`src/hw/rtl/pgalloc_ram.sv`:
```
// ----------------------------------------------------------------------------
// Generic RAM
// One write port and one read port with registered read data.
// ----------------------------------------------------------------------------
module pgalloc_ram #(
    parameter int WIDTH = 8,
    parameter int DEPTH = 2
) (
    input  logic                     i_clk,
    input  logic                     i_we,
    input  logic [$clog2(DEPTH)-1:0] i_waddr,
    input  logic [WIDTH-1:0]         i_wdata,
    input  logic                     i_re,
    input  logic [$clog2(DEPTH)-1:0] i_raddr,
    output logic [WIDTH-1:0]         o_rdata
);

    logic [WIDTH-1:0] r_mem [DEPTH];
    logic [WIDTH-1:0] r_rdata;

    always_ff @(posedge i_clk) begin
        if (i_we) begin
            r_mem[i_waddr] <= i_wdata;
        end
        if (i_re) begin
            r_rdata <= r_mem[i_raddr];
        end
    end

    assign o_rdata = r_rdata;

endmodule

```
`config.mk`:
```
export PLATFORM = sky130hd
export DESIGN_NAME = pgalloc_ram
export DESIGN_NICKNAME = d
export VERILOG_FILES = /design/src/hw/rtl/pgalloc_ram.sv
export SDC_FILE = /design/constraint.sdc
export NUM_CORES = 1
export LEC_CHECK = 0
export BUFFER_PORTS_ARGS = -buffer_cell sky130_fd_sc_hd__buf_2
export CORE_ASPECT_RATIO = 1.1
export CORE_MARGIN = 2
export CORE_UTILIZATION = 50
export CTS_CLUSTER_SIZE = 8
export DETAILED_ROUTE_END_ITERATION = 10
export HOLD_SLACK_MARGIN = 0.05
export PLACE_DENSITY = 0.82
export SLEW_MARGIN = 30
export SYNTH_ARGS = -nofsm -noshare
export SYNTH_HDL_FRONTEND = slang
export SYNTH_SLANG_ARGS = --single-unit
export TNS_END_PERCENT = 5
```
`constraint.sdc`:
```
create_clock -name i_clk -period 1.05 [get_ports i_clk]
set_input_delay 0.105 -clock i_clk [delete_from_list [all_inputs] [get_ports i_clk]]
set_output_delay 0.105 -clock i_clk [all_outputs]
set_load 0.03 [all_outputs]
```
==> results.yml <==
drt:
  routed_wl_microns: 1076
  vias: 403
  post_drt_wl_per_cell_microns: 12.96
  post-route-drc-count: 0
  dr.pass1.iters: 4
  antenna_left: 0
  viasPerCell: 4.855
  drtIter0Drc: 1
clock_tree:
  post-cts-setup-buffers: 0
  clockBufferDepth: 2
  clk_pin_slew_ns: 0.12
  cts_sinks: 24
  cts_tree: "built"
  clk_latency_ns: 0.31
  numCtsBuffers: 3
  clk_root_buffer_cell: "clkbuf_4"
  htreeDepth: 1
yosys:
  synth.cell_area_sq_um: 864.6
  avgSynthCellArea_sq_um: 24.70
  synth.net_count: 48
  synth_cell_types: 5
  seq_area_frac_synth_pct: 83.36
  ys_ff_latch: 24
  synthCells: 35
  synth_warnings: 0
global_route:
  grt_overflow: 0
  grt_max_degree: 13
  grt_usage_pct: 11.48
  grt_pass1_wl_microns: 1566
  grt_antenna_before_repair: 0
  grt_pass1_vias: 362
setup_path:
  required_ns: 0.94
  startpoint: "o_rdata[0]"
  crit_fanout: 1
  critPathLaunchType: "register"
  slowest_stage: "edfxtp_1"
  cpLargestDelayFamily: "flip-flops"
  slowest_delay_ns: 0.38
  path_cells: "buf_2"
  critPathKind: "reg2out"
  r2r_start: "r_mem[0][0]"
  cp_num_buf_inv: 1
  critical_path.endpoint_type: "output port"
  arrival_ns: 0.87
pwr:
  leakage_nw: 0.4300
  ir_worst_vdd_v: 0.001013
  p_total_mw: 1.716
  power_density_nw_per_um2: 1582
sta:
  hold_violations: 0
  relSlewSlack_pct: 75.11
  rsz0062_at_grt: "no"
  tightest_slew_ns: 0.3733
  layout_min_cycle_time_ns: 0.9791
  fin_crit_sh_pct: 93.24
  clock_skew_ns: 0.006589
  setup_viol_count_final: 0
  fmax_ghz: 1.021
  setup-tns-final_ns: 0
  finalMaxSlewViolations: 0
placement:
  dpl_cell_area_sq_um: 982.2
  gp_congestion: 0.5910
  port_buffers: 20
  place_inst: 72
cells_and_area:
  diodes: 0
  layout_common_cells: "24 x edfxtp_1, 20 x buf_2, 8 x mux2_4, 8 x dlygate4sd3_1, 3 x clkbuf_4"
  layout_commonest_cell: "edfxtp_1"
  syn_to_final_growth_pct: 25.47
  instances_no_fill: 83
  nets: 81
  final_area_sq_um: 1085
  finish.utilization_pct: 68.00
  final_layout_size_suffix_gt1_share_pct: 48.48
die:
  ios: 21
  die-area_sq_um: 2078
  core_area_sq_um: 1595
  fp.dieH_microns: 47.61
  die_w_microns: 43.65
  start_util_pct: 54.20
  rows: 15
worst_hold_path:
  hp-class: "in2reg"
  hp-start: "i_re"
flow_run:
  maxCapViolations: 0
status:
  status: "finished, final reports clean"
## synthesized netlist by cell type
| cell | n | area, sq um |
|---|---|---|
| buf_6 | 1 | 11.26 |
| mux2_4 | 8 | 120.1 |
| nor2b_1 | 1 | 6.260 |
| and2_1 | 1 | 6.260 |
| edfxtp_1 | 24 | 720.7 |
## power by group
group | switching (mW) | internal, mW
logic | 0.0957 | 0.0950
registers | 0.0158 | 1.13
clock network | 0.245 | 0.134
total | 0.357 | 1.36
## kinds of logic (layout without fill, tap and decap cells)
group | Yosys count | in the layout | synth area share [%]
multiplexers | 8 | 8 | 13.89
AND/OR/NAND/NOR | 2 | 2 | 1.448
buffers and inverters | 1 | 32 | 1.302
flip-flops | 24 | 24 | 83.36
## state kept, by name, summed over array words and instances (netlist names)
signal   cells
o_rdata      8
r_mem       16
## through the flow
stage	hold WS, ns	setup slack [ns]
6_report	0.1169	0.07094
5_1_grt	0.1150	0.02825
4_1_cts	0.1297	0.06533
3_5_place_dp	0.2964	0.1154
3_3_place_gp	0.2927	0.1312
2_1_floorplan	0.2039	0.1516
## cell type report
| class | instances | area [sq um] |
|---|---|---|
| fillers | 111 | 510.5 |
| repair buffers | 29 | 187.7 |
| clock buffers | 3 | 22.52 |
| well taps | 17 | 21.27 |
| multi-input cells | 10 | 132.6 |
| flip-flops and latches | 24 | 720.7 |
## final timing paths
check                             endpoint  slack, ns  cells after the start
worst min-delay path            o_rdata[5]       0.12                      1
worst max register to register  o_rdata[0]       0.15                      1
worst min register to register  o_rdata[3]       0.56                      1
worst max-delay path            o_rdata[0]       0.07                      1
## metal layers
metal,global-route usage (%),vias to the layer above,share of wire (%)
li1,-,200,-
met1,13.01,177,42
met2,17.65,23,48
met3,3.396,3,7.8
met4,10.91,0,2.6
met5,0,-,0
## repair_timing
item / CTS / global route
endpoints found under the hold margin: 16 / 0
hold buffers: 8 / 0
gates resized for setup: 0 / 0
Note: power is estimated with default switching activity, not from simulation.
