## config.mk

```make
export PLATFORM = sky130hd
export DESIGN_NAME = pgalloc_exec
export DESIGN_NICKNAME = d
export VERILOG_FILES = /design/src/hw/rtl/pgalloc_pkg.sv /design/src/hw/rtl/pgalloc_exec.sv
export SDC_FILE = /design/constraint.sdc
export NUM_CORES = 1
export LEC_CHECK = 0
export ABC_CLOCK_PERIOD_IN_PS = 4300
export CAP_MARGIN = 20
export CORE_MARGIN = 1
export CORE_UTILIZATION = 41
export DETAILED_ROUTE_END_ITERATION = 10
export DONT_BUFFER_PORTS = 1
export PLACE_DENSITY = 0.55
export SYNTH_ARGS = -nofsm -noshare
export SYNTH_HDL_FRONTEND = slang
export SYNTH_SLANG_ARGS = --single-unit
export TNS_END_PERCENT = 50
```

## constraint.sdc

```tcl
create_clock -name vclk -period 4.3
set_input_delay 1.29 -clock vclk [all_inputs]
set_output_delay 1.29 -clock vclk [all_outputs]
set_load 0.1 [all_outputs]
```

## src/hw/rtl/pgalloc_pkg.sv

```systemverilog
// ----------------------------------------------------------------------------
// Page allocator package
// Shared types, codes and default sizes for the page allocator.
// ----------------------------------------------------------------------------
package pgalloc_pkg;

    localparam int PAGE_W         = 15;
    localparam int REF_W          = 8;
    localparam int PAGES_DEF      = 32768;
    localparam int COUNT_BITS_DEF = 8;

    typedef enum logic [1:0] {
        ACT_ALLOC = 2'd0,
        ACT_FREE  = 2'd1,
        ACT_INC   = 2'd2,
        ACT_READ  = 2'd3
    } t_action;

    typedef enum logic [1:0] {
        ST_OK    = 2'd0,
        ST_EMPTY = 2'd1,
        ST_RANGE = 2'd2,
        ST_SAT   = 2'd3
    } t_status;

    typedef enum logic [1:0] {
        SRC_STACK = 2'd0,
        SRC_FRESH = 2'd1,
        SRC_NONE  = 2'd2
    } t_src;

    typedef struct packed {
        t_action            action;
        logic [PAGE_W-1:0]  page;
    } t_in_item;

    typedef struct packed {
        logic [PAGE_W-1:0]  page_out;
        logic [REF_W-1:0]   ref_value;
        logic               returned_to_pool;
        t_status            status;
    } t_out_item;

    typedef struct packed {
        t_action            action;
        logic [PAGE_W-1:0]  page;
        t_src               src;
        logic               range_err;
    } t_req;

    typedef struct packed {
        logic cnt_we;
        logic push;
        logic pop;
        logic fresh_dec;
    } t_wb;

endpackage

```

## src/hw/rtl/pgalloc_exec.sv

```systemverilog
// ----------------------------------------------------------------------------
// Page allocator execute stage
// Turns a latched request and the memory read data into the result beat and
// the write-back controls for the count and stack memories.
// ----------------------------------------------------------------------------
module pgalloc_exec import pgalloc_pkg::*; #(
    parameter int PAGES      = PAGES_DEF,
    parameter int COUNT_BITS = COUNT_BITS_DEF
) (
    input  t_req                         i_req,
    input  logic [COUNT_BITS-1:0]        i_cnt_rdata,
    input  logic [PAGE_W-1:0]            i_stack_rdata,
    input  logic                         i_stack_full,
    input  logic [$clog2(PAGES)-1:0]     i_fresh_page,
    output t_out_item                    o_result,
    output t_wb                          o_wb,
    output logic [$clog2(PAGES)-1:0]     o_cnt_addr,
    output logic [COUNT_BITS-1:0]        o_cnt_wdata
);

    localparam int ADDR_W = $clog2(PAGES);

    logic [ADDR_W-1:0]       w_got;
    logic [COUNT_BITS-1:0]   w_cnt_next;
    logic [COUNT_BITS+REF_W-1:0] w_ref_ext;

    assign w_ref_ext = {{REF_W{1'b0}}, w_cnt_next};

    always_comb begin
        w_got       = (i_req.src == SRC_STACK) ? ADDR_W'(i_stack_rdata) : i_fresh_page;
        w_cnt_next  = i_cnt_rdata;
        o_wb        = '0;
        o_cnt_addr  = ADDR_W'(i_req.page);
        o_cnt_wdata = '0;
        o_result.page_out         = i_req.page;
        o_result.returned_to_pool = 1'b0;
        o_result.status           = ST_OK;

        if (i_req.action == ACT_ALLOC) begin
            o_result.page_out = PAGE_W'(w_got);
            o_cnt_addr        = w_got;
            o_cnt_wdata       = COUNT_BITS'(1);
            w_cnt_next        = COUNT_BITS'(1);
            unique case (i_req.src)
                SRC_STACK: begin
                    o_wb.cnt_we = 1'b1;
                    o_wb.pop    = 1'b1;
                end
                SRC_FRESH: begin
                    o_wb.cnt_we    = 1'b1;
                    o_wb.fresh_dec = 1'b1;
                end
                default: begin
                    o_result.page_out = '0;
                    o_result.status   = ST_EMPTY;
                    w_cnt_next        = '0;
                end
            endcase
        end else if (i_req.range_err) begin
            o_result.status = ST_RANGE;
            w_cnt_next      = '0;
        end else begin
            case (i_req.action)
                ACT_FREE: begin
                    if (i_cnt_rdata > COUNT_BITS'(1)) begin
                        w_cnt_next  = i_cnt_rdata - COUNT_BITS'(1);
                        o_cnt_wdata = w_cnt_next;
                        o_wb.cnt_we = 1'b1;
                    end else if (i_stack_full) begin
                        o_result.status = ST_SAT;
                    end else begin
                        w_cnt_next  = '0;
                        o_wb.cnt_we = 1'b1;
                        o_wb.push   = 1'b1;
                        o_result.returned_to_pool = 1'b1;
                    end
                end
                ACT_INC: begin
                    if (&i_cnt_rdata) begin
                        o_result.status = ST_SAT;
                    end else begin
                        w_cnt_next  = i_cnt_rdata + COUNT_BITS'(1);
                        o_cnt_wdata = w_cnt_next;
                        o_wb.cnt_we = 1'b1;
                    end
                end
                default: begin
                end
            endcase
        end

        o_result.ref_value = w_ref_ext[REF_W-1:0];
    end

endmodule

```

==> results.yml <==
run_status:
  status: "complete, but fails checks"
  violations: "negative setup slack"
place:
  placedInstanceArea_um2: 3040
  dp.cells: 322
  port_buffers: 0
  place_hpwl_um: 5430
  place_congestion: 0.860
  post-place-ws_ns: -0.0430
worst_hold_path:
  hold_path_class: "input port to primary output"
  min_to: "o_wb[1]"
  holdPathStages: 2
  min-delay-start: "i_req[1]"
drt:
  drt-vias-per-instance: 6.41
  final_antenna_net_count: 0
  wirelength_um: 6760
  vias: 2071
  first_iter_violations: 123
  drt_first_pass_iters: 4
  post_drt_wl_per_cell_um: 20.9
  drc: 0
sta:
  setup_ws_ns: -0.0612
  hold_viol: 0
  fin_crit_ns: 4.36
  rsz0062_at_grt: "yes"
  post-route-period-util: 1.01
  tns_ns: -0.127
  slew_viol_final: 0
  tightestPinTransition_ns: 0.569
  setup_viol: 4
  max_freq_mhz: 229
  slew_headroom: 0.622
critical_path:
  critPathMaxFanout: 12
  critPathRequiredTime_ns: 3.01
  cp_data_arrival_time_ns: 3.07
  critPathSlowestCell: "or4_4"
  startpoint_type: "input port"
  path_cells: "or4_4 > o41a_4 > a22o_1 > o2111a_1 > buf_12"
  worstSetupPathType: "input port to primary output"
  max_stage_delay_ns: 0.52
  path_buf_inv: 1
  worstSetupEndpointType: "primary output"
  cp_top_family: "compound AO/OA/AOI/OAI gates"
cells_and_area:
  finalInstanceArea_um2: 3080
  drive_gt1_frac: 0.531
  seq_cells: 0
  instances_no_fill: 323
  num-clock-buffers: 0
  diodes: 0
  syn2layout_area_growth_pct: 109
  final_nets: 345
  seqCellArea_um2: 0
  final.fill_count: 141
global_routing:
  grt_pass1_vias: 1914
  grt_usage: 0.323
  grt_max_degree: 50
  grt_antenna_before_repair: 0
  grt_pass1_wl_um: 9270
  grt_overflow_total: 0
yosys:
  yosysWarningCount: 0
  synth.area.top_cells: "mux2i_1 20%, nor2_1 8.2%, o22ai_1 7.2%"
  syn_nets: 300
  yosysUniqueCellTypes: 51
  yosysSeqAreaShare: 0
  synthCells: 234
  netlist_area_um2: 1470
  synth_common_cells: "32 x nor2_1, 29 x mux2i_1, 21 x a21oi_1, 21 x inv_1, 19 x clkbuf_1"
  avgSynthCellArea_um2: 6.28
  synth_area_leader_cell: "mux2i_1"
  synth_top_area_frac: 0.197
  synth.most_common_cell: "nor2_1"
flow_run:
  maxCapViolations: 0
die:
  rows: 21
  core_um2: 3390
  initial_core_util: 0.434
  die_w_um: 61.9
  io_pins: 112
  die_area_um2: 3830
  die_y_um: 61.9
power_and_ir_drop:
  power_mw: 0.606
  max-vdd-ir-drop_mv: 0.117
  power_density_nw_per_um2: 197
  power_leakage_nw: 1.19
==> stage by stage <==
step | hold WS, ns | utilization
after floorplan | 2.86 | -
after global placement | 2.77 | 0.896
after detailed placement | 2.77 | 0.896
after CTS | 2.77 | 0.900
after global routing | 2.78 | 0.907
final | 2.78 | 0.907
==> power by group <==
part	leakage, nW	switching, mW	internal, mW	total (mW)
Combinational	1.19	0.396	0.210	0.606
Clock	0	0	0	0
Sequential	0	0	0	0
==> worst max path at each step <==
stage,cells past startpoint,slack (ns),start,to
2_1_floorplan,5,-0.54,i_req[18],o_cnt_addr[0]
3_3_place_gp,5,-0.02,i_cnt_rdata[2],o_cnt_wdata[2]
3_5_place_dp,8,-0.04,i_cnt_rdata[2],o_result[4]
4_1_cts,5,-0.04,i_cnt_rdata[2],o_cnt_wdata[2]
5_1_grt,5,-0.08,i_cnt_rdata[2],o_cnt_wdata[2]
6_report,5,-0.06,i_cnt_rdata[2],o_cnt_wdata[2]
==> per-layer routing <==
| metal | vias to the layer above | wire length [um] | track usage |
|---|---|---|---|
| met1 | 1023 | 2410 | 0.349 |
| met2 | 103 | 3810 | 0.650 |
| met4 | 0 | 136 | 0.0889 |
| li1 | 932 | - | - |
| met3 | 13 | 410 | 0.0373 |
| met5 | - | 0 | 0 |
==> placed cells by master, fill, tap and decap left out, drive strengths merged, types with 2 or more instances in the layout <==
cell,count
a211oi,3
a21oi,21
a31o,2
a31oi,4
a32o,2
and2,2
buf,69
ha,7
inv,21
mux2i,29
nand2,13
nand2b,2
nand3,4
nand4,3
nor2,32
nor2b,3
nor3,2
nor4,3
nor4b,2
o211ai,2
o21ai,12
o22ai,17
o41ai,2
or4,2
==> kinds of logic (layout without fill, tap and decap cells) <==
kind of cell | Yosys count | count (layout) | synth area share
XOR/XNOR | 2 | 2 | 0.0119
AND/OR/NAND/NOR | 75 | 75 | 0.255
AO/OA/AOI/OAI | 74 | 74 | 0.346
adder cells (fa/ha/maj) | 7 | 7 | 0.0596
buffers and inverters | 47 | 90 | 0.130
multiplexers | 29 | 29 | 0.197
==> timing repair <==
item	CTS	global route
hold buffers	0	0
endpoints found under the setup margin	10	9
endpoints found under the hold margin	0	0
resized for setup	5	7
pin swaps	3	6
buffers inserted	0	0
gates cloned	0	1
==> final cells by class <==
| class | count | area, um^2 | share of cell area |
|---|---|---|---|
| Timing Repair Buffer | 69 | 1160 | 0.376 |
| Multi-Input combinational cell | 187 | 1780 | 0.580 |
| Inverter | 21 | 78.8 | 0.0256 |
| Tap cell | 46 | 57.6 | 0.0187 |
(Power assumes the default switching activity.)
